**src/tcl_ram.sv**
```systemverilog
module tcl_ram #(
    parameter int WIDTH = 8,
    parameter int DEPTH = 16
) (
    input  logic                                   aclk,
    input  logic                                   wr_en,
    input  logic [(DEPTH > 1 ? $clog2(DEPTH) : 1)-1:0] wr_addr,
    input  logic [WIDTH-1:0]                       wr_data,
    input  logic [(DEPTH > 1 ? $clog2(DEPTH) : 1)-1:0] rd_addr,
    output logic [WIDTH-1:0]                       rd_data
);

    logic [WIDTH-1:0] mem [DEPTH];
    logic [WIDTH-1:0] rd_data_reg;

    always_ff @(posedge aclk) begin
        if (wr_en) begin
            mem[wr_addr] <= wr_data;
        end
        rd_data_reg <= mem[rd_addr];
    end

    assign rd_data = rd_data_reg;

endmodule

```
**config.mk**
```make
export PLATFORM = sky130hd
export DESIGN_NAME = tcl_ram
export DESIGN_NICKNAME = d
export VERILOG_FILES = /design/src/tcl_ram.sv
export SDC_FILE = /design/constraint.sdc
export NUM_CORES = 1
export LEC_CHECK = 0
export BUFFER_PORTS_ARGS = -buffer_cell sky130_fd_sc_hd__buf_2
export CAP_MARGIN = 10
export CORE_MARGIN = 3
export CORE_UTILIZATION = 65
export CTS_CLUSTER_DIAMETER = 30
export CTS_CLUSTER_SIZE = 14
export DETAILED_ROUTE_END_ITERATION = 10
export PLACE_DENSITY = 0.84
export SYNTH_ARGS = -nofsm -noshare
export SYNTH_HDL_FRONTEND = slang
export SYNTH_SLANG_ARGS = --single-unit
```
**constraint.sdc**
```tcl
create_clock -name aclk -period 4.65 [get_ports aclk]
set_input_delay 0.93 -clock aclk [delete_from_list [all_inputs] [get_ports aclk]]
set_output_delay 0.93 -clock aclk [all_outputs]
set_load 0.02 [all_outputs]
```
== Yosys cells after proc, flatten, opt, wreduce, memory -nomap -nowiden ==
Memories as Yosys holds them, arrays and structs flattened. A register that Yosys moved wholly into a read port is not among the register bits.
Index checks and enable logic that the tools add are counted.
Widths: inputs -> output; s select.
Operators by class
  add/subtract/negate cells: 0
  $mul: 0
  div/mod/pow operators: 0
  $lt $le $gt $ge: 0
  eq/ne operators: 0
  shift-type cells: 0
  multiplexer cells: 2
  bitwise gates (word level): 0
  reduce and logical (&&, ||, !) cells: 0
Operator list (count)
  $mux 1: 2
Word-level totals
  register bits: 0
  latch bits: 0
  memory bits (writable): 128
  bits in read-only memories: 0
  input port bits: 18
  word-level logic and storage cells: 3
  memories: 1
Memories
  mem: words 16, bits a word 8, rd ports 1, clocked after memory_dff 1, write ports 1, RTL line 13  | logic [WIDTH-1:0] mem [DEPTH];

== Logic depth before layout (Yosys ltp) ==
  word-level depth: 2
  mapped depth: 5

== Worst setup path after synthesis ==
OpenSTA, ideal clock, no wires.
  path kind: input-to-reg
  from: input wr_addr[2] in the netlist's numbering
  to: memory mem[0][0] (enable)
  setup time: 383 ps
  data arrival time: 2040 ps
  slack: 2227 ps
  stages on the path: 2
  buffers on the path: 0
  cells stage by stage: or3b_2 > nor3_1
RTL lines
  start, declared: RTL line 7  | input logic [(DEPTH > 1 ? $clog2(DEPTH) : 1)-1:0] wr_addr,
  end, declared: RTL line 13
No word-level cell before the write port.

==> run_summary.xml <==
<?xml version="1.0" encoding="UTF-8"?>
<metrics>
  <group name="clock_tree">
    <metric name="cts_resized" unit="">0</metric>
    <metric name="cts.hold.buffers_added" unit="">0</metric>
    <metric name="ctsHtreeMaxLevel" unit="">4</metric>
    <metric name="cts.root.buffer_cell" unit="">clkbuf_8</metric>
    <metric name="post_cts.repair.setup_buffers" unit="">0</metric>
    <metric name="clock_insertion_delay_at_the_later_pin_of_the_skew_report" unit="ns">0.52</metric>
    <metric name="cts.clk_slew.worst_paths" unit="ns">0.06</metric>
    <metric name="tritoncts" unit="">done</metric>
    <metric name="clk_path_buf_depth" unit="">2</metric>
    <metric name="cts.sinks" unit="">136</metric>
    <metric name="tritoncts.num_buffers" unit="">17</metric>
  </group>
  <group name="grt">
    <metric name="largest_net_degree_at_the_start_of_global_routing" unit="">33</metric>
    <metric name="busiest_layer" unit="">met1</metric>
    <metric name="grt_first_pass_wirelength" unit="um">14700</metric>
    <metric name="grt_antenna_before_repair" unit="">0</metric>
    <metric name="global_route.usage.total" unit="">0.248</metric>
    <metric name="via_count_of_the_first_global_routing_pass" unit="">2382</metric>
    <metric name="global_route.usage.met3" unit="">0.0606</metric>
    <metric name="use_met2" unit="">0.355</metric>
    <metric name="global_route.usage.met1" unit="">0.365</metric>
    <metric name="grt_overflow" unit="">0</metric>
  </group>
  <group name="timing">
    <metric name="fmax" unit="MHz">419</metric>
    <metric name="finalHoldViolations" unit="">0</metric>
    <metric name="clock-skew-final" unit="ns">0.0148</metric>
    <metric name="slew_headroom" unit="">0.321</metric>
    <metric name="period_share" unit="">0.514</metric>
    <metric name="rsz0062_at_grt" unit="">false</metric>
    <metric name="finalMaxSlewViolations" unit="">0</metric>
    <metric name="final.setup.tns" unit="ns">0</metric>
    <metric name="timing.final.setup_violations" unit="">0</metric>
    <metric name="finalCriticalPeriod" unit="ns">2.39</metric>
    <metric name="worst-slew-pin-transition" unit="ns">1.02</metric>
  </group>
  <group name="yosys">
    <metric name="synth_nets" unit="">247</metric>
    <metric name="synthesis.yosys.warnings" unit="">0</metric>
    <metric name="ys_ff_latch" unit="">136</metric>
    <metric name="sequential_fraction_of_the_synthesis_area" unit="">0.778</metric>
    <metric name="async_reset_ff_frac" unit="">0</metric>
    <metric name="synth-main-ff-cell" unit="">edfxtp_1</metric>
    <metric name="synth.cell_area" unit="sq um">5150</metric>
    <metric name="avgSynthCellArea" unit="sq um">22.5</metric>
    <metric name="synth_area_leader_cell" unit="">edfxtp_1</metric>
    <metric name="synth_most_common_cell" unit="">edfxtp_1</metric>
    <metric name="synth-edff-count" unit="">128</metric>
    <metric name="synthDistinctLibCells" unit="">19</metric>
    <metric name="yosys-top-cells-area" unit="">edfxtp_1 75%, mux4_2 7.9%, mux4_1 7.1%</metric>
    <metric name="most_numerous_cell_types_in_the_synthesized_netlist" unit="">128 x edfxtp_1, 18 x mux4_2, 16 x a22oi_1</metric>
    <metric name="top_area_cell_type_share_of_the_netlist_area" unit="">0.747</metric>
    <metric name="post_synth_inst_count" unit="">229</metric>
  </group>
  <group name="worst_setup_path">
    <metric name="worst-r2r-cell-count" unit="">3</metric>
    <metric name="cp_max_fo" unit="">32</metric>
    <metric name="r2r-start" unit="">mem[1][5]$_DFFE_PP_</metric>
    <metric name="r2r_setup_slk" unit="ns">3.24</metric>
    <metric name="crit_path_start_kind" unit="">input pin</metric>
    <metric name="crit-reg2reg-capture" unit="">rd_data[5]$_DFF_P_</metric>
    <metric name="critical_path_class" unit="">in2reg</metric>
    <metric name="timing.critical_path.to_type" unit="">flip-flop</metric>
    <metric name="worstPathArrival" unit="ns">2.78</metric>
    <metric name="worstPathRequired" unit="ns">5.04</metric>
  </group>
  <group name="place">
    <metric name="gp_congestion" unit="">0.748</metric>
    <metric name="dp.final_hpwl" unit="um">5460</metric>
    <metric name="placement.io_buffers" unit="">25</metric>
    <metric name="place_inst" unit="">346</metric>
    <metric name="dpl_cell_area" unit="sq um">5330</metric>
  </group>
  <group name="run">
    <metric name="drv.max_cap_violation_count" unit="">0</metric>
  </group>
  <group name="pwr">
    <metric name="seqPwrFrac" unit="">0.510</metric>
    <metric name="clock_share_of_power" unit="">0.444</metric>
    <metric name="power.share.combinational" unit="">0.047</metric>
    <metric name="vdd_ir_max" unit="V">0.000383</metric>
    <metric name="power-per-cell-area" unit="nW/um^2">461</metric>
    <metric name="power.net_switching" unit="mW">0.579</metric>
    <metric name="cellInternalPower" unit="mW">2.13</metric>
    <metric name="total_leakage_power" unit="nW">1.98</metric>
    <metric name="netSwitchingFraction" unit="">0.214</metric>
  </group>
  <group name="detailed_routing">
    <metric name="number_of_detailed_route_iterations_in_the_first_pass" unit="">4</metric>
    <metric name="via_per_inst" unit="">6.40</metric>
    <metric name="drc" unit="">0</metric>
    <metric name="routed_wirelength_normalized_by_instance_count" unit="um">25.7</metric>
    <metric name="route.antenna.remaining_nets" unit="">0</metric>
    <metric name="num_vias" unit="">2420</metric>
    <metric name="routed_wl" unit="um">9730</metric>
    <metric name="detailedRoute.firstIterationViolations" unit="">297</metric>
  </group>
  <group name="run_status">
    <metric name="run_status" unit="">finished clean</metric>
  </group>
  <group name="finish">
    <metric name="post_layout_cell_count" unit="">378</metric>
    <metric name="antenna-diode-count" unit="">0</metric>
    <metric name="number_of_flip_flops_under_the_largest_register_name" unit="">128</metric>
    <metric name="nNetsFinal" unit="">284</metric>
    <metric name="final_area" unit="sq um">5880</metric>
    <metric name="area_delta_synth_final" unit="%">14.3</metric>
    <metric name="postLayoutCoreUtil" unit="">0.790</metric>
    <metric name="share_of_cells_above_drive_strength_1" unit="">0.283</metric>
  </group>
  <group name="floorplan">
    <metric name="placeableCoreArea" unit="sq um">7450</metric>
    <metric name="effective_utilization_at_floorplan" unit="">0.691</metric>
    <metric name="die_x" unit="um">95.0</metric>
    <metric name="ios" unit="">26</metric>
    <metric name="rows" unit="">31</metric>
    <metric name="die_area" unit="sq um">9020</metric>
    <metric name="floorplan.die.height" unit="um">95.0</metric>
  </group>
  <group name="hold_path">
    <metric name="worst_hold_path.endpoint" unit="">rd_data[2]$_DFF_P_</metric>
    <metric name="worst_hold_path.num_cells" unit="">3</metric>
    <metric name="worstHoldPathType" unit="">reg2reg</metric>
    <metric name="timing.hold.worst.start" unit="">mem[14][2]$_DFFE_PP_</metric>
  </group>
</metrics>
==> cell type report <==
cell class / count / area, sq um
clock buffers: 18 / 418
clock inverters: 14 / 126
fillers: 380 / 1570
multi-input cells: 83 / 1060
flip-flops and latches: 136 / 4000
well taps: 99 / 124
repair buffers: 28 / 148
==> cells by family after synthesis <==
logic type / synth area share
and+or+nand+nor: 0.0318
DFF: 0.778
muxes: 0.150
buffers and inverters: 0.0168
AOI/OAI and AO/OA: 0.0233
==> layout by cell type (no fill, tap or decap), drive strengths merged, types with 4 or more instances in the layout <==
| master | netlist | routed |
|---|---|---|
| dfxtp | 8 | 8 |
| clkinv | 0 | 8 |
| clkbuf | 0 | 18 |
| nand2 | 9 | 9 |
| nor2 | 13 | 13 |
| buf | 7 | 28 |
| nor3 | 4 | 4 |
| edfxtp | 128 | 128 |
| mux4 | 32 | 32 |
| a22oi | 16 | 16 |
==> worst max-delay path, stage by stage <==
cell	delay, ns
buf_2	0.76
mux4_1	0.65
a22oi_1	0.32
nand2_1	0.10
==> power groups by stage <==
stage          Clock (mW)  Sequential [mW]  Combinational (mW)
4_1_cts              1.22             1.38               0.127
6_report             1.20             1.38               0.127
2_1_floorplan           0             1.41              0.0696
3_5_place_dp            0             1.41               0.126
5_1_grt              1.27             1.38               0.138
3_3_place_gp            0             1.40               0.122
==> how the worst max path moves through the flow <==
stage,cells past startpoint,end,start,slack [ns]
global route,4,rd_data[4]$_DFF_P_,rd_addr[0],2.11
detailed placement,3,mem[0][0]$_DFFE_PP_,wr_addr[2],1.50
finish,4,rd_data[4]$_DFF_P_,rd_addr[0],2.26
CTS,3,mem[0][3]$_DFFE_PP_,wr_addr[2],2.06
floorplan,2,mem[0][0]$_DFFE_PP_,wr_addr[2],2.23
global placement,3,mem[0][0]$_DFFE_PP_,wr_addr[2],1.70
==> routing by layer <==
| layer | wire (um) | vias to the layer above |
|---|---|---|
| met5 | 0 | - |
| met4 | 327 | 0 |
| met3 | 864 | 20 |
| met2 | 4700 | 125 |
| met1 | 3840 | 1226 |
| li1 | - | 1049 |
==> per-stage QoR <==
stage / hold WS, ns / power (mW) / setup slack [ns]
5_1_grt: 0.724 / 2.80 / 2.11
3_5_place_dp: 0.661 / 1.53 / 1.50
2_1_floorplan: 0.629 / 1.48 / 2.23
3_3_place_gp: 0.644 / 1.53 / 1.70
4_1_cts: 0.677 / 2.73 / 2.06
6_report: 0.671 / 2.71 / 2.26
Note: power is estimated with default switching activity, not from simulation.
