[config.mk]
export PLATFORM = sky130hd
export DESIGN_NAME = tcl_cmp
export DESIGN_NICKNAME = d
export VERILOG_FILES = /design/src/tcl_pkg.sv /design/src/tcl_cmp.sv
export SDC_FILE = /design/constraint.sdc
export NUM_CORES = 1
export LEC_CHECK = 0
export ABC_AREA = 0
export BUFFER_PORTS_ARGS = -buffer_cell sky130_fd_sc_hd__buf_2
export CORE_AREA = 2 2 224 226
export DETAILED_ROUTE_END_ITERATION = 8
export DIE_AREA = 0 0 226 228
export PLACE_DENSITY = 0.4
export SYNTH_ARGS = -nofsm -noshare
export SYNTH_HDL_FRONTEND = slang
export SYNTH_SLANG_ARGS = --single-unit
[constraint.sdc]
create_clock -name vclk -period 9.2
set_input_delay 2.3 -clock vclk [all_inputs]
set_output_delay 2.3 -clock vclk [all_outputs]
set_load 0.02 [all_outputs]
[src/tcl_pkg.sv]
package tcl_pkg;

    localparam logic MODE_LOOKUP = 1'b0;
    localparam logic MODE_WRITE  = 1'b1;

    localparam logic [1:0] KIND_FREE   = 2'd0;
    localparam logic [1:0] KIND_LISTEN = 2'd1;

    localparam logic [1:0] OUT_WRITE_DONE = 2'd0;
    localparam logic [1:0] OUT_DELIVER    = 2'd1;
    localparam logic [1:0] OUT_RESET      = 2'd2;

    localparam logic MATCH_LISTEN = 1'b0;
    localparam logic MATCH_EXACT  = 1'b1;

    typedef struct packed {
        logic [63:0] local_hi;
        logic [63:0] local_lo;
        logic [63:0] remote_hi;
        logic [63:0] remote_lo;
        logic [15:0] local_port;
        logic [15:0] remote_port;
    } key_t;

    typedef struct packed {
        logic [1:0] kind;
        key_t       addr;
    } entry_t;

    localparam int ENTRY_W = $bits(entry_t);

    typedef struct packed {
        logic listen_hit;
        logic exact_hit;
    } match_t;

    typedef struct packed {
        logic wr_en;
        logic key_load;
    } ctl_t;

    typedef enum logic [1:0] {
        ST_IDLE,
        ST_SCAN,
        ST_RESP
    } state_t;

endpackage

[src/tcl_cmp.sv]
module tcl_cmp (
    input  tcl_pkg::entry_t entry,
    input  logic            entry_valid,
    input  tcl_pkg::key_t   key,
    output tcl_pkg::match_t match
);

    logic [1:0] kind;
    logic       local_eq;
    logic       wild;
    logic       lport_eq;
    logic       remote_eq;

    always_comb begin
        kind      = entry_valid ? entry.kind : tcl_pkg::KIND_FREE;
        local_eq  = (entry.addr.local_hi == key.local_hi) &&
                    (entry.addr.local_lo == key.local_lo);
        wild      = (entry.addr.local_hi == 64'd0) && (entry.addr.local_lo == 64'd0);
        lport_eq  = entry.addr.local_port == key.local_port;
        remote_eq = (entry.addr.remote_hi == key.remote_hi) &&
                    (entry.addr.remote_lo == key.remote_lo) &&
                    (entry.addr.remote_port == key.remote_port);
        match = '0;
        case (kind)
            tcl_pkg::KIND_FREE: begin
                match = '0;
            end
            tcl_pkg::KIND_LISTEN: begin
                match.listen_hit = (wild || local_eq) && lport_eq;
            end
            default: begin
                match.exact_hit = local_eq && lport_eq && remote_eq;
            end
        endcase
    end

endmodule

Yosys cells after proc, flatten, opt, wreduce, memory -nomap -nowiden
Index checks and enable logic that the tools add are counted.

storage, ports and cells
  word-level logic and storage cells = 22
  bits of input ports = 579
  output and inout bits = 2
  register bits after elaboration = 0

cells by class
  mux-type cells = 3
  reduce and logical (&&, ||, !) cells = 12
  eq/ne operators = 7

operator list
  operator                                                          number
  64-bit == test                                                    4
  64-bit zero test                                                  2
  16-bit == test                                                    2
  1-bit logical AND                                                 7
  2-bit by 1-bit == test with 1-bit output (second input constant)  1
  2-bit zero test                                                   1
  1-bit two-way mux                                                 2
  2-bit two-way mux                                                 1
  2-bit OR reduction                                                1
  1-bit logical OR                                                  1

Logic depth before layout (Yosys ltp)
Gate-level depths: netlist of the first run.

  depth in word-level cells = 5
  gate-level depth with buffers = 6
  mapped depth without buffers = 6

Worst setup path after synthesis of the first run
No wires, ideal clock.

  path kind = input to output
  start = input entry[224] in the netlist's numbering
  end = output match[1] in the netlist's numbering
  path slack = 2.608 ns
  buffers on the path = 0
  cell stages on the path = 6
  arrival = 4.292 ns
  required time = 6.900 ns
  cells stage by stage = xor2_1 > nor4_1 > nand4_1 > nor4_1 > nand2_1 > a2111oi_0

RTL lines
  element      line          RTL
  from (decl)  tcl_cmp.sv:2  input tcl_pkg::entry_t entry,
  to (decl)    tcl_cmp.sv:5  output tcl_pkg::match_t match

==> impl_metrics.json, run 1 <==
{
  "syn_to_final_growth_pct": 102.4,
  "required_ns": 6.90,
  "first_global_vias": 7098,
  "holdPathStages": 4,
  "die_w_um": 226,
  "status": "completed",
  "clkbuf_count": 0,
  "hold_viol_final": 0,
  "syn_inst": 504,
  "syn_nets": 1083,
  "via_count": 6418,
  "hpwlAfterDp_um": 41100,
  "slew_violations": 0,
  "fin_crit_sh": 0.8443,
  "crit_type": "in -> out",
  "fmax_mhz": 128.7,
  "cp-start-kind": "input pin",
  "fin_setup_tns_ns": 0,
  "rows": 82,
  "first_iter_violations": 180,
  "yosys.area.top_type": "xor2_1",
  "layout_common_cells": "buf_2 (581), xor2_1 (138), xnor2_1 (87)",
  "yosysUniqueCellTypes": 27,
  "multi_input_area_um2": 3457,
  "fillCellCount": 5792,
  "hold_path_class": "in -> out",
  "setup_viol": 0,
  "synthTopCellsByArea": "xor2_1 (33%), xnor2_1 (21%), nor4_1 (13%), nand4_1 (7.3%), inv_1 (5.3%)",
  "finalWeightedCongestion": 0.9445,
  "final_common_cell": "buf_2",
  "layout_min_cycle_time_ns": 7.768,
  "die_area_um2": 51530,
  "cts_resized": 0,
  "syn-cell-area_um2": 3675,
  "postRouteWirelength_um": 42560,
  "relSlewSlack": 0.2372,
  "arrival_ns": 5.47,
  "final_nets": 1666,
  "ys_warn_count": 0,
  "rsz0062_at_grt": "false",
  "start_util": 0.07446,
  "fin_util": 0.1507,
  "ys_seq_area_frac": 0,
  "critPathLaunch": "entry[207]",
  "routedWlPerCell_um": 24.14,
  "ios": 581,
  "worstSetupEndpointType": "primary output",
  "netlist.area_leader.share": 0.3289,
  "drtAntennaViolNets": 0,
  "drive_above_1_share": 0.5429,
  "portBuffers": 581,
  "tightest_slew_ns": 1.134,
  "drcViolationCount": 0,
  "postCtsHoldBufs": 0,
  "track_usage": 0.1561,
  "regArea_um2": 0,
  "firstDrtPassIters": 4,
  "viasPerCell": 3.640,
  "core_um2": 49350,
  "die_h_um": 228,
  "max-cap-violations": 0,
  "antenna_found_initial": 20,
  "cp-endpoint": "match[1]",
  "grt-ovfl-total": 0,
  "grt_pass1_wl_um": 54380,
  "cp_max_fo": 2,
  "post_cts_buffers": 0,
  "syn-mean-instance-area_um2": 7.291,
  "nFlopsAndLatches": 0,
  "grt_max_degree": 3
}
[cell families after synthesis]
logic type | share of synthesized area
buf+inv | 0.05924
simple gates | 0.2863
xor+xnor | 0.5363
compound gates | 0.1181
[worst max-delay path: stages]
cell	delay (ns)
buf_2	0.17
xor2_1	0.19
nor4_1	0.95
nand4_1	0.29
nor4_1	0.67
nand2_1	0.26
a2111oi_0	0.39
buf_2	0.24
[how the worst min path moves through the flow]
stage | slack, ns | to | startpoint
finish | 4.94 | match[1] | entry[288]
global route | 4.96 | match[1] | entry[288]
CTS | 4.95 | match[1] | entry[288]
detailed placement | 4.95 | match[1] | entry[288]
global placement | 4.95 | match[1] | entry[288]
floorplan | 4.73 | match[1] | entry[289]
[metal layers]
metal	GRT usage	routed length [um]
met5	0	24
met4	0.07926	2637
met3	0.02537	3009
met2	0.3268	23540
met1	0.1386	13350
[cells in the mapped netlist, types with 2 or more instances]
| master | number |
|---|---|
| nand2b_1 | 24 |
| nand2_1 | 2 |
| inv_2 | 5 |
| xnor2_1 | 87 |
| xor2_1 | 138 |
| nor3b_1 | 2 |
| or4_1 | 2 |
| nor2b_1 | 7 |
| nand4_1 | 43 |
| nor2_1 | 2 |
| a221oi_1 | 8 |
| o2bb2ai_1 | 6 |
| o2111ai_1 | 8 |
| nand3_1 | 3 |
| inv_1 | 52 |
| a22oi_1 | 9 |
| nor4_2 | 2 |
| nor4_1 | 78 |
| a2111o_1 | 2 |
| o221ai_1 | 4 |
| o22ai_1 | 13 |
| a2111oi_0 | 2 |
[metrics by stage]
stage / cells / hold slack [ns] / setup slack (ns) / area (um2)
2_1_floorplan: 504 / 4.727 / 2.608 / 3675
3_3_place_gp: 1757 / 4.952 / 1.276 / 7423
3_5_place_dp: 1757 / 4.950 / 1.320 / 7423
4_1_cts: 1757 / 4.950 / 1.312 / 7423
5_1_grt: 1760 / 4.965 / 1.421 / 7431
6_report: 1763 / 4.942 / 1.432 / 7438
[final cells by class]
cell class,count,share of cell area
well taps,672,0.1130
inverters,58,0.02927
repair buffers,581,0.3909
multi-input cells,446,0.4648
diodes,6,0.002019
==> inputs of run 2 (changes only) <==
--- a/config.mk
+++ b/config.mk
@@ -7,10 +7,10 @@
 export LEC_CHECK = 0
 export ABC_AREA = 0
 export BUFFER_PORTS_ARGS = -buffer_cell sky130_fd_sc_hd__buf_2
-export CORE_AREA = 2 2 224 226
+export CORE_AREA = 2 2 228 230
 export DETAILED_ROUTE_END_ITERATION = 8
-export DIE_AREA = 0 0 226 228
-export PLACE_DENSITY = 0.4
+export DIE_AREA = 0 0 230 232
+export PLACE_DENSITY = 0.39
 export SYNTH_ARGS = -nofsm -noshare
 export SYNTH_HDL_FRONTEND = slang
 export SYNTH_SLANG_ARGS = --single-unit
==> constraint.sdc (replaced) <==
create_clock -name vclk -period 7.55
set_input_delay 1.8875 -clock vclk [all_inputs]
set_output_delay 1.8875 -clock vclk [all_outputs]
set_load 0.02 [all_outputs]
==> run 2 against run 1 <==
Utilization fell by 0.34 points. Global-route usage decreased by 0.52 points. Final cell count grew 0.85%. Routed wire length rose by 1.3%. Critical endpoint is now match[0]. Highest routed layer unchanged.
==> impl_metrics.json, run 2 (same netlist as run 1, synthesis figures left out) <==
{
  "relSlewSlack": 0.3614,
  "cp_max_fo": 2,
  "postRouteWirelength_um": 43130,
  "holdPathStages": 4,
  "viasPerCell": 3.627,
  "cp_num_buf_inv": 2,
  "drive_above_1_share": 0.5454,
  "core_um2": 50890,
  "fin_setup_tns_ns": 0,
  "ios": 581,
  "drcViolationCount": 0,
  "layout_common_cells": "buf_2 (581), xor2_1 (138), xnor2_1 (87)",
  "final_common_cell": "buf_2",
  "clkbuf_count": 0,
  "fillCellCount": 6048,
  "start_util": 0.07222,
  "switchingPower_w": 0.0002126,
  "firstDrtPassIters": 5,
  "layout_min_cycle_time_ns": 6.279,
  "cp-start-kind": "input pin",
  "tightest_slew_ns": 0.9491,
  "nFlopsAndLatches": 0,
  "p_total_w": 0.0004080,
  "hpwlAfterDp_um": 41680,
  "critical-path-slowest-cell": "or4_1",
  "rows": 83,
  "die_h_um": 232,
  "fmax_mhz": 159.3,
  "first_iter_violations": 210,
  "regArea_um2": 0,
  "arrival_ns": 4.39,
  "fin_crit_sh": 0.8317,
  "setup_viol": 0,
  "post_cts_buffers": 0,
  "final_nets": 1672,
  "die_w_um": 230,
  "grt-ovfl-total": 0,
  "holdWs_ns": 4.116,
  "p_comb_frac": 1.000,
  "portBuffers": 581,
  "track_usage": 0.1509,
  "cellPowerDensity_nw_per_um2": 54.43,
  "clkPwrFrac": 0,
  "status": "completed",
  "routedWlPerCell_um": 24.26,
  "syn_to_final_growth_pct": 104.0,
  "worstSetupEndpointType": "primary output",
  "worst_path_most_repeated_cell": "buf_2",
  "pwr-share-seq": 0,
  "dp_slack_ns": 1.151,
  "rsz0062_at_grt": "false",
  "critPathTopFamily": "simple AND/OR/NAND/NOR gates",
  "netSwitchingFraction": 0.5212,
  "via_count": 6448,
  "internal_power_w": 0.0001954,
  "cts_resized": 0,
  "holdPathEnd": "match[1]",
  "hold_path_class": "in -> out",
  "leakage_nw": 3.617,
  "first_global_vias": 6980,
  "slew_violations": 0,
  "grt_pass1_wl_um": 55270,
  "hold_start": "entry[288]",
  "antenna_found_initial": 21,
  "required_ns": 5.66,
  "crit_type": "in -> out",
  "drtAntennaViolNets": 0,
  "hold_viol_final": 0,
  "peakVddDrop_uv": 15.76,
  "path_cells": "buf_2 > nand2b_1 > o2111ai_1 > a2111oi_0 > nand4_1 > or4_1 > nor4_2 > buf_2",
  "finalWeightedCongestion": 0.9114,
  "die_area_um2": 53360,
  "worst_slack_ns": 1.271,
  "grt_max_degree": 3,
  "postCtsHoldBufs": 0,
  "multi_input_area_um2": 3457,
  "slowest_delay_ns": 0.63,
  "max-cap-violations": 0
}
==> run 2: changes by cell type in the layout (fill, tap and decap cells not counted), sizes merged <==
cell and change:
buf +6, diode +1
==> run 2: per-stage QoR <==
stage / cell area (um2) / util / std cells
after floorplan: 3675 / - / 504
after global placement: 7478 / 0.1470 / 1771
after detailed placement: 7478 / 0.1470 / 1771
after CTS: 7478 / 0.1470 / 1771
after global routing: 7493 / 0.1473 / 1777
final: 7496 / 0.1473 / 1778
==> run 2: layer usage <==
layer	part of all wire	vias up	global-route usage
met5	0.00021	-	0
met4	0.039	2	0.04859
met3	0.065	64	0.02493
met2	0.56	441	0.3202
met1	0.34	2908	0.1434
li1	-	3033	-
==> run 2: how the worst max path moves through the flow <==
| stage | startpoint | end | slack, ns | cells after the start |
|---|---|---|---|---|
| after global routing | entry[42] | match[0] | 1.03 | 8 |
| after CTS | entry[168] | match[1] | 1.15 | 8 |
| after detailed placement | entry[168] | match[1] | 1.15 | 8 |
| final | entry[42] | match[0] | 1.27 | 8 |
| after global placement | entry[168] | match[1] | 1.06 | 8 |
| after floorplan | entry[224] | match[1] | 1.78 | 6 |
==> run 2: cell type report <==
type / instances / area share
Antenna cell: 7 / 0.002337
Tap cell: 680 / 0.1135
Multi-Input combinational cell: 446 / 0.4612
Inverter: 58 / 0.02904
Timing Repair Buffer: 587 / 0.3939
==> run 2: power groups by stage <==
stage | sequential (W) | combinational, W | clock, W
6_report | 0 | 0.000408 | 0.000000000125
4_1_cts | 0 | 0.000417 | 0
5_1_grt | 0 | 0.000438 | 0.000000000107
3_3_place_gp | 0 | 0.000413 | 0
2_1_floorplan | 0 | 0.000131 | 0
3_5_place_dp | 0 | 0.000414 | 0
(Power assumes the default switching activity.)
