$ cat src/tcl_pkg.sv
package tcl_pkg;

    localparam logic MODE_LOOKUP = 1'b0;
    localparam logic MODE_WRITE  = 1'b1;

    localparam logic [1:0] KIND_FREE   = 2'd0;
    localparam logic [1:0] KIND_LISTEN = 2'd1;

    localparam logic [1:0] OUT_WRITE_DONE = 2'd0;
    localparam logic [1:0] OUT_DELIVER    = 2'd1;
    localparam logic [1:0] OUT_RESET      = 2'd2;

    localparam logic MATCH_LISTEN = 1'b0;
    localparam logic MATCH_EXACT  = 1'b1;

    typedef struct packed {
        logic [63:0] local_hi;
        logic [63:0] local_lo;
        logic [63:0] remote_hi;
        logic [63:0] remote_lo;
        logic [15:0] local_port;
        logic [15:0] remote_port;
    } key_t;

    typedef struct packed {
        logic [1:0] kind;
        key_t       addr;
    } entry_t;

    localparam int ENTRY_W = $bits(entry_t);

    typedef struct packed {
        logic listen_hit;
        logic exact_hit;
    } match_t;

    typedef struct packed {
        logic wr_en;
        logic key_load;
    } ctl_t;

    typedef enum logic [1:0] {
        ST_IDLE,
        ST_SCAN,
        ST_RESP
    } state_t;

endpackage

$ cat src/tcl_ctrl.sv
module tcl_ctrl #(
    parameter int ENTRIES = 16
) (
    input  logic                                       aclk,
    input  logic                                       aresetn,
    input  logic                                       s_valid,
    output logic                                       s_ready,
    input  logic                                       s_mode,
    input  logic [3:0]                                 s_slot,
    output logic                                       m_valid,
    input  logic                                       m_ready,
    output logic [1:0]                                 m_outcome,
    output logic [3:0]                                 m_found_slot,
    output logic                                       m_match_kind,
    output tcl_pkg::ctl_t                              ctl,
    output logic [(ENTRIES > 1 ? $clog2(ENTRIES) : 1)-1:0] wr_addr,
    output logic [(ENTRIES > 1 ? $clog2(ENTRIES) : 1)-1:0] rd_addr,
    output logic                                       entry_valid,
    input  tcl_pkg::match_t                            match
);

    localparam int AW = (ENTRIES > 1) ? $clog2(ENTRIES) : 1;
    localparam int CW = $clog2(ENTRIES + 1);

    tcl_pkg::state_t state_reg, state_next;

    logic [CW-1:0]      idx_reg, idx_next;
    logic [AW-1:0]      cmp_idx_reg, cmp_idx_next;
    logic               cmp_valid_reg, cmp_valid_next;
    logic               found_reg, found_next;
    logic [AW-1:0]      hit_reg, hit_next;
    logic [ENTRIES-1:0] valid_reg, valid_next;
    logic [1:0]         outcome_reg, outcome_next;
    logic [3:0]         slot_reg, slot_next;
    logic               kind_reg, kind_next;

    logic          accept;
    logic          issue;
    logic          last;
    logic          exact_now;
    logic          listen_now;
    logic          found_now;
    logic [AW-1:0] hit_now;
    logic [AW+3:0] slot_ext;
    logic [AW+3:0] hit_ext;
    logic          in_range;

    assign accept     = s_valid && s_ready;
    assign slot_ext   = {{AW{1'b0}}, s_slot};
    assign in_range   = slot_ext < (AW + 4)'(ENTRIES);
    assign issue      = (state_reg == tcl_pkg::ST_SCAN) && (idx_reg < CW'(ENTRIES));
    assign last       = cmp_valid_reg && (cmp_idx_reg == AW'(ENTRIES - 1));
    assign exact_now  = cmp_valid_reg && match.exact_hit;
    assign listen_now = cmp_valid_reg && match.listen_hit;
    assign found_now  = found_reg || listen_now || exact_now;
    assign hit_now    = (listen_now || exact_now) ? cmp_idx_reg : hit_reg;
    assign hit_ext    = {4'd0, hit_now};
    assign entry_valid = valid_reg[cmp_idx_reg];

    always_comb begin
        state_next = state_reg;
        case (state_reg)
            tcl_pkg::ST_IDLE: begin
                if (accept) begin
                    state_next = (s_mode == tcl_pkg::MODE_WRITE) ?
                                 tcl_pkg::ST_RESP : tcl_pkg::ST_SCAN;
                end
            end
            tcl_pkg::ST_SCAN: begin
                if (exact_now || last) begin
                    state_next = tcl_pkg::ST_RESP;
                end
            end
            tcl_pkg::ST_RESP: begin
                if (m_ready) begin
                    state_next = tcl_pkg::ST_IDLE;
                end
            end
            default: begin
                state_next = tcl_pkg::ST_IDLE;
            end
        endcase
    end

    always_comb begin
        idx_next       = idx_reg;
        cmp_idx_next   = idx_reg[AW-1:0];
        cmp_valid_next = 1'b0;
        found_next     = found_reg;
        hit_next       = hit_reg;
        valid_next     = valid_reg;
        outcome_next   = outcome_reg;
        slot_next      = slot_reg;
        kind_next      = kind_reg;
        ctl            = '0;
        wr_addr        = slot_ext[AW-1:0];
        rd_addr        = idx_reg[AW-1:0];
        s_ready        = (state_reg == tcl_pkg::ST_IDLE);
        m_valid        = (state_reg == tcl_pkg::ST_RESP);
        case (state_reg)
            tcl_pkg::ST_IDLE: begin
                if (accept) begin
                    idx_next   = '0;
                    found_next = 1'b0;
                    hit_next   = '0;
                    if (s_mode == tcl_pkg::MODE_WRITE) begin
                        ctl.wr_en    = in_range;
                        outcome_next = tcl_pkg::OUT_WRITE_DONE;
                        slot_next    = 4'd0;
                        kind_next    = tcl_pkg::MATCH_LISTEN;
                        if (in_range) begin
                            valid_next[slot_ext[AW-1:0]] = 1'b1;
                        end
                    end else begin
                        ctl.key_load = 1'b1;
                    end
                end
            end
            tcl_pkg::ST_SCAN: begin
                if (issue) begin
                    idx_next = idx_reg + CW'(1);
                end
                cmp_valid_next = issue && !exact_now;
                found_next     = found_now;
                hit_next       = hit_now;
                if (exact_now || last) begin
                    if (found_now) begin
                        outcome_next = tcl_pkg::OUT_DELIVER;
                        slot_next    = hit_ext[3:0];
                        kind_next    = exact_now ? tcl_pkg::MATCH_EXACT : tcl_pkg::MATCH_LISTEN;
                    end else begin
                        outcome_next = tcl_pkg::OUT_RESET;
                        slot_next    = 4'd0;
                        kind_next    = tcl_pkg::MATCH_LISTEN;
                    end
                end
            end
            default: begin
                cmp_valid_next = 1'b0;
            end
        endcase
    end

    always_ff @(posedge aclk) begin
        if (!aresetn) begin
            state_reg     <= tcl_pkg::ST_IDLE;
            cmp_valid_reg <= 1'b0;
            valid_reg     <= '0;
        end else begin
            state_reg     <= state_next;
            cmp_valid_reg <= cmp_valid_next;
            valid_reg     <= valid_next;
        end
    end

    always_ff @(posedge aclk) begin
        idx_reg     <= idx_next;
        cmp_idx_reg <= cmp_idx_next;
        found_reg   <= found_next;
        hit_reg     <= hit_next;
        outcome_reg <= outcome_next;
        slot_reg    <= slot_next;
        kind_reg    <= kind_next;
    end

    assign m_outcome    = outcome_reg;
    assign m_found_slot = slot_reg;
    assign m_match_kind = kind_reg;

    a_no_overlap: assert property (@(posedge aclk) disable iff (!aresetn)
        !(s_ready && m_valid))
        else $error("input taken while a result is pending");

    a_lookup_scans: assert property (@(posedge aclk) disable iff (!aresetn)
        (accept && s_mode == tcl_pkg::MODE_LOOKUP) |=> (state_reg == tcl_pkg::ST_SCAN))
        else $error("lookup did not start a scan");

    a_write_answers: assert property (@(posedge aclk) disable iff (!aresetn)
        (accept && s_mode == tcl_pkg::MODE_WRITE) |=>
        (m_valid && m_outcome == tcl_pkg::OUT_WRITE_DONE))
        else $error("write did not answer in the next cycle");

    a_exact_delivers: assert property (@(posedge aclk) disable iff (!aresetn)
        (m_valid && m_match_kind == tcl_pkg::MATCH_EXACT) |->
        (m_outcome == tcl_pkg::OUT_DELIVER))
        else $error("exact match without delivery");

endmodule

$ cat config.mk
export PLATFORM = sky130hd
export DESIGN_NAME = tcl_ctrl
export DESIGN_NICKNAME = d
export VERILOG_FILES = /design/src/tcl_pkg.sv /design/src/tcl_ctrl.sv
export SDC_FILE = /design/constraint.sdc
export NUM_CORES = 1
export LEC_CHECK = 0
export BUFFER_PORTS_ARGS = -buffer_cell sky130_fd_sc_hd__buf_2
export CAP_MARGIN = 20
export CORE_ASPECT_RATIO = 0.5
export CORE_MARGIN = 10
export CORE_UTILIZATION = 58
export CTS_CLUSTER_DIAMETER = 40
export DETAILED_ROUTE_END_ITERATION = 12
export PLACE_DENSITY = 0.88
export SYNTH_ARGS = -nofsm -noshare
export SYNTH_HDL_FRONTEND = slang
export SYNTH_SLANG_ARGS = --single-unit
$ cat constraint.sdc
create_clock -name aclk -period 4.2 [get_ports aclk]
set_clock_uncertainty 0.05 [all_clocks]
set_input_delay 1.05 -clock aclk [delete_from_list [all_inputs] [get_ports aclk]]
set_output_delay 1.05 -clock aclk [all_outputs]
set_load 0.02 [all_outputs]
* Word-level counts from Yosys, hierarchy flattened *
Index checks and enable logic that the tools add are counted.

word-level totals
  word-level logic and storage cells = 82
  bits of input ports = 11
  register bits after elaboration = 40

operators by class
  equality and inequality tests = 8
  reductions and logical operators = 20
  muxes and demuxes = 37
  bitwise logic cells = 1
  order comparisons = 5
  add/sub/neg operators = 1

operators with widths
  operator               number
  $mux W4                6
  $mux W2                10
  $or A16 B16 Y16        1
  $pmux W4 S2            2
  $lt A4 B5 Y1 const B   3
  $mux W1                10
  $mux W5                2
  $pmux W5 S2            1
  $ne A2 B1 Y1 const B   4
  $reduce_and A4 Y1      2
  $logic_and A1 B1 Y1    7
  $pmux W2 S3            1
  $reduce_and A3 Y1      2
  $add A5 B1 Y5 const B  1
  $lt A5 B5 Y1 const B   1
  $bmux W1 S4            1
  $demux W1 S4           1
  $eq A4 B4 Y1 const B   1
  $ge A4 B1 Y1 const B   1
  $logic_or A1 B1 Y1     4
  $pmux W1 S2            2
  $pmux W2 S2            1
  $reduce_and A2 Y1      2
  $eq A2 B1 Y1 const B   1
  5 further kinds        5

* Depth between registers and ports, before layout *
  depth in word-level cells = 6
  gate-level depth with buffers = 5
  gate-level depth less buffers = 4

* Worst setup path before layout *
Ideal clock, no wire load.

  kind = input to output
  start = input s_mode
  end = output ctl[0] in the netlist's numbering
  stages on the path = 1
  slack = 1.237 ns
  data arrival time = 1.863 ns
  path buffers = 0
  data required time = 3.100 ns
  cell sequence = nor4b_1

between the ends
  word-level cells in the longest chain between the ends = 3

ends and longest elaborated chain
  element          RTL line         RTL
  start, declared  tcl_ctrl.sv:8    input logic s_mode,
  $mux W1          tcl_ctrl.sv:106  if (s_mode == tcl_pkg::MODE_WRITE) begin
  $mux W2          tcl_ctrl.sv:102  if (accept) begin
  $mux W2          tcl_ctrl.sv:100  case (state_reg)
  end, declared    tcl_ctrl.sv:15   output tcl_pkg::ctl_t ctl,

Every way passes these cells.

* Worst setup path after layout *
  start = register cmp_idx_reg[0]
  end = output entry_valid

between the ends
  word-level cells in the longest chain between the ends = 2

ends and longest elaborated chain
  element                        RTL line         RTL
  start, declared                tcl_ctrl.sv:28   logic [AW-1:0] cmp_idx_reg, cmp_idx_next;
  start signal, assigned         tcl_ctrl.sv:158  cmp_idx_reg <= cmp_idx_next;
  $bmux W1 S4                    tcl_ctrl.sv:58   assign entry_valid = valid_reg[cmp_idx_reg];
  $mux W1 (not written as such)  tcl_ctrl.sv:58
  end, declared                  tcl_ctrl.sv:18   output logic entry_valid,

Every way passes these cells. The select of a mux whose other input is x is not followed.

==> metrics.log <==
[metrics] remaining antenna violation count after routing: 0
[metrics] global routing usage on met2: 0.241
[metrics] total number of vias: 1296
[metrics] number of flops mapped to enable cells by yosys: 17
[metrics] worst hold margin: 396 ps
[metrics] leftover overflow at the end of global routing: 0
[metrics] count of instances resized after the clock tree is built: 0
[metrics] type of element launching the critical path: flop
[metrics] Max VDD drop: 204 uV
[metrics] GR Layer Usage met1: 0.137
[metrics] die outline height: around 59 um
[metrics] clock period minus worst slack: about 3000 ps
[metrics] worst-case headroom to the max-slew limit: 0.465
[metrics] die footprint: 5700 um2
[metrics] core area: between 2000 and 3000 um2
[metrics] post-synthesis cell area: 1730 um2
[metrics] share of the core filled with cells in the final layout: 0.717
[metrics] fillers: approximately 190
[metrics] GRT Resource Usage Total: 0.132
[metrics] pwr dens: 443 nW/um2
[metrics] maximum level of the CTS H-tree: 2
[metrics] Remaining DRCs: 0
[metrics] post-route setup TNS: 0 ps
[metrics] clk buf depth: 2
[metrics] number of flip-flops in the largest register: 16
[metrics] number of global-route vias before repair: 1264
[metrics] routability cong.: about 0.87
[metrics] DR vias/cell: just under 6
[metrics] synthesized area per cell: between 10 and 15 um2
[metrics] Seq/Total Area, Yosys: 0.561
[metrics] proportion of synthesized flip-flops having asynchronous set or reset: 0
[metrics] peak fanout along the critical path: 6
[metrics] global-route track usage on met3: 0.0477
[metrics] total non-filler cell area in the finished layout: 1950 um2
[metrics] YS warnings: 0
[metrics] path type of the worst min-delay path: flop to flop
[metrics] fraction of the cycle the final worst path needs: 0.719
[metrics] Critical Path End Type: output port
[metrics] clock buffer count from CTS: 5
[metrics] number of iterations in the first detailed-routing pass: 4
[metrics] cell at the root of the clock tree: sky130_fd_sc_hd__clkbuf_8
[metrics] number of I/O pins: 31
[metrics] maximum capacitance violations: 0
[metrics] total wirelength of the detailed-routed design: roughly 3.6 mm
[metrics] commonest register cell after synthesis: sky130_fd_sc_hd__dfxtp_1
[metrics] port buffer count: 30
[metrics] Area Overhead vs Synth: 12.4%
[metrics] Finish-stage setup viols: 0
[metrics] nets in the synthesized netlist: around 170
[metrics] setup repair after global routing missed its margin: no
[metrics] WL per Instance: 16.2 um
[metrics] number of distinct library cells after synthesis: 31
[metrics] largest net degree at the start of global routing: 16
[metrics] register bit total from synthesis: 40
[metrics] clk sinks: 40
[metrics] fraction of layout instances using a drive strength above 1: 0.237
[metrics] clock transition at the registers of the reported paths: about 80 ps
[metrics] total placed instance area: between 1500 and 2000 um2
[metrics] Post-CTS Setup Inserts: 0
[metrics] fmax: around 0.33 GHz
[metrics] CTS tree: done
[metrics] final worst slack: between 1000 and 1500 ps
[metrics] number of buffers added to fix hold violations after cts: 0
[metrics] number of antenna violations at the first check in global routing: 0
[metrics] final hold vios: 0
[metrics] cell leakage power: about 0.76 nW
[metrics] initial standard-cell utilization of the core: 0.637
[metrics] cell row count: 13
[metrics] Most Crowded Layer GR: met2
[metrics] die width: 97.3 um
[metrics] Detail Placement HPWL: ~2.8 mm
[metrics] data required time at the worst endpoint: 3100 ps
[metrics] Final Slew Violations: 0
[metrics] Net count, final: 197
[metrics] data arrival time of the worst path: between 1500 and 2000 ps
[metrics] slew at the pin closest to its max-slew limit: about 800 ps
[metrics] initial DRC count: 62
[metrics] global-route wire length before repair: 6.07 mm
[metrics] Worst Path Class, Setup: flop to output port
[metrics] clock latency at the later pin of the worst-skew pair: 300 ps
[metrics] outcome: completed
[metrics] total inserted antenna cells: 0
[metrics] pre-CTS setup slack: 1350 ps
[metrics] Post-Synthesis Cells: ~160
## per-stage QoR
step | cells | power (W)
2_1_floorplan | 162 | 0.000544
3_3_place_gp | 214 | 0.000569
3_5_place_dp | 214 | 0.000575
4_1_cts | 222 | 0.000864
5_1_grt | 223 | 0.000892
6_report | 223 | 0.000862
## cell families (layout without fill, tap and decap cells)
kind of cell | after synthesis | count (layout) | synth area share
AO/OA/AOI/OAI | 33 | 33 | 0.124
adder cells (fa/ha/maj) | 1 | 1 | 0.00722
multiplexers | 5 | 5 | 0.0578
AND/OR/NAND/NOR | 62 | 62 | 0.173
buffers and inverters | 18 | 42 | 0.0621
XOR/XNOR | 3 | 3 | 0.0152
flip-flops | 40 | 40 | 0.561
## path summary, 6_finish.rpt
check / slack [ps] / to / start / depth (start not counted)
min reg2reg: 400 / cmp_idx_reg[1] / idx_reg[1] / 0
max: 1180 / entry_valid / cmp_idx_reg[0] / 5
max reg2reg: 2250 / m_found_slot[3] / cmp_idx_reg[1] / 4
min: 400 / cmp_idx_reg[1] / idx_reg[1] / 0
## worst max-delay path, stage by stage, from the launching register on
cell	delay, ps
sky130_fd_sc_hd__dfxtp_1	520
sky130_fd_sc_hd__mux4_2	530
sky130_fd_sc_hd__nor2b_1	140
sky130_fd_sc_hd__a211oi_1	200
sky130_fd_sc_hd__a21oi_1	60
sky130_fd_sc_hd__buf_2	170
## layer usage
layer,part of all wire,up-vias
met1,0.41,623
li1,-,614
met2,0.50,47
met4,0.022,0
met3,0.070,12
met5,0,-
## power breakdown
part | total [W] | switching, W | internal, W
sequential | 0.000461 | 0.0000267 | 0.000435
combinational | 0.000104 | 0.0000670 | 0.0000374
clock | 0.000297 | 0.000142 | 0.000155
## layout make-up
class,count,area [um2],area share
Clock buffer,6,93.8,0.0482
Clock inverter,2,16.3,0.00835
Inverter,3,11.3,0.00578
Multi-Input combinational cell,104,653,0.335
Sequential cell,40,971,0.499
Tap cell,37,46.3,0.0238
Timing Repair Buffer,31,155,0.0797
## cell usage after synthesis (all sizes together), types with 2 or more instances
| master | number | area share |
|---|---|---|
| xor2 | 2 | 0.010 |
| clkbuf | 4 | 0.0087 |
| nand2 | 13 | 0.028 |
| nor2b | 4 | 0.014 |
| nand3b | 2 | 0.0087 |
| a211oi | 2 | 0.0087 |
| inv | 3 | 0.0065 |
| o21a | 14 | 0.061 |
| nand3 | 7 | 0.020 |
| nor3 | 5 | 0.017 |
| a21oi | 10 | 0.029 |
| dfxtp | 23 | 0.27 |
| buf | 11 | 0.047 |
| mux4 | 4 | 0.052 |
| nor2 | 24 | 0.052 |
| a31oi | 5 | 0.018 |
| edfxtp | 17 | 0.29 |
| and3 | 2 | 0.0072 |
## layout by cell type (no fill, tap or decap), drive strengths merged
cell type  instances
buf               31
nor2              24
dfxtp             23
edfxtp            17
o21a              14
nand2             13
a21oi             10
nand3              7
clkbuf             6
a31oi              5
nor3               5
mux4               4
nor2b              4
inv                4
a211oi             2
and3               2
nand3b             2
xor2               2
nor4b              1
a311oi             1
and4bb             1
mux2i              1
nand2b             1
o21ai              1
xnor2              1
and2               1
or3b               1
ha                 1
clkinvlp           1
Note: power is estimated with default switching activity, not from simulation.
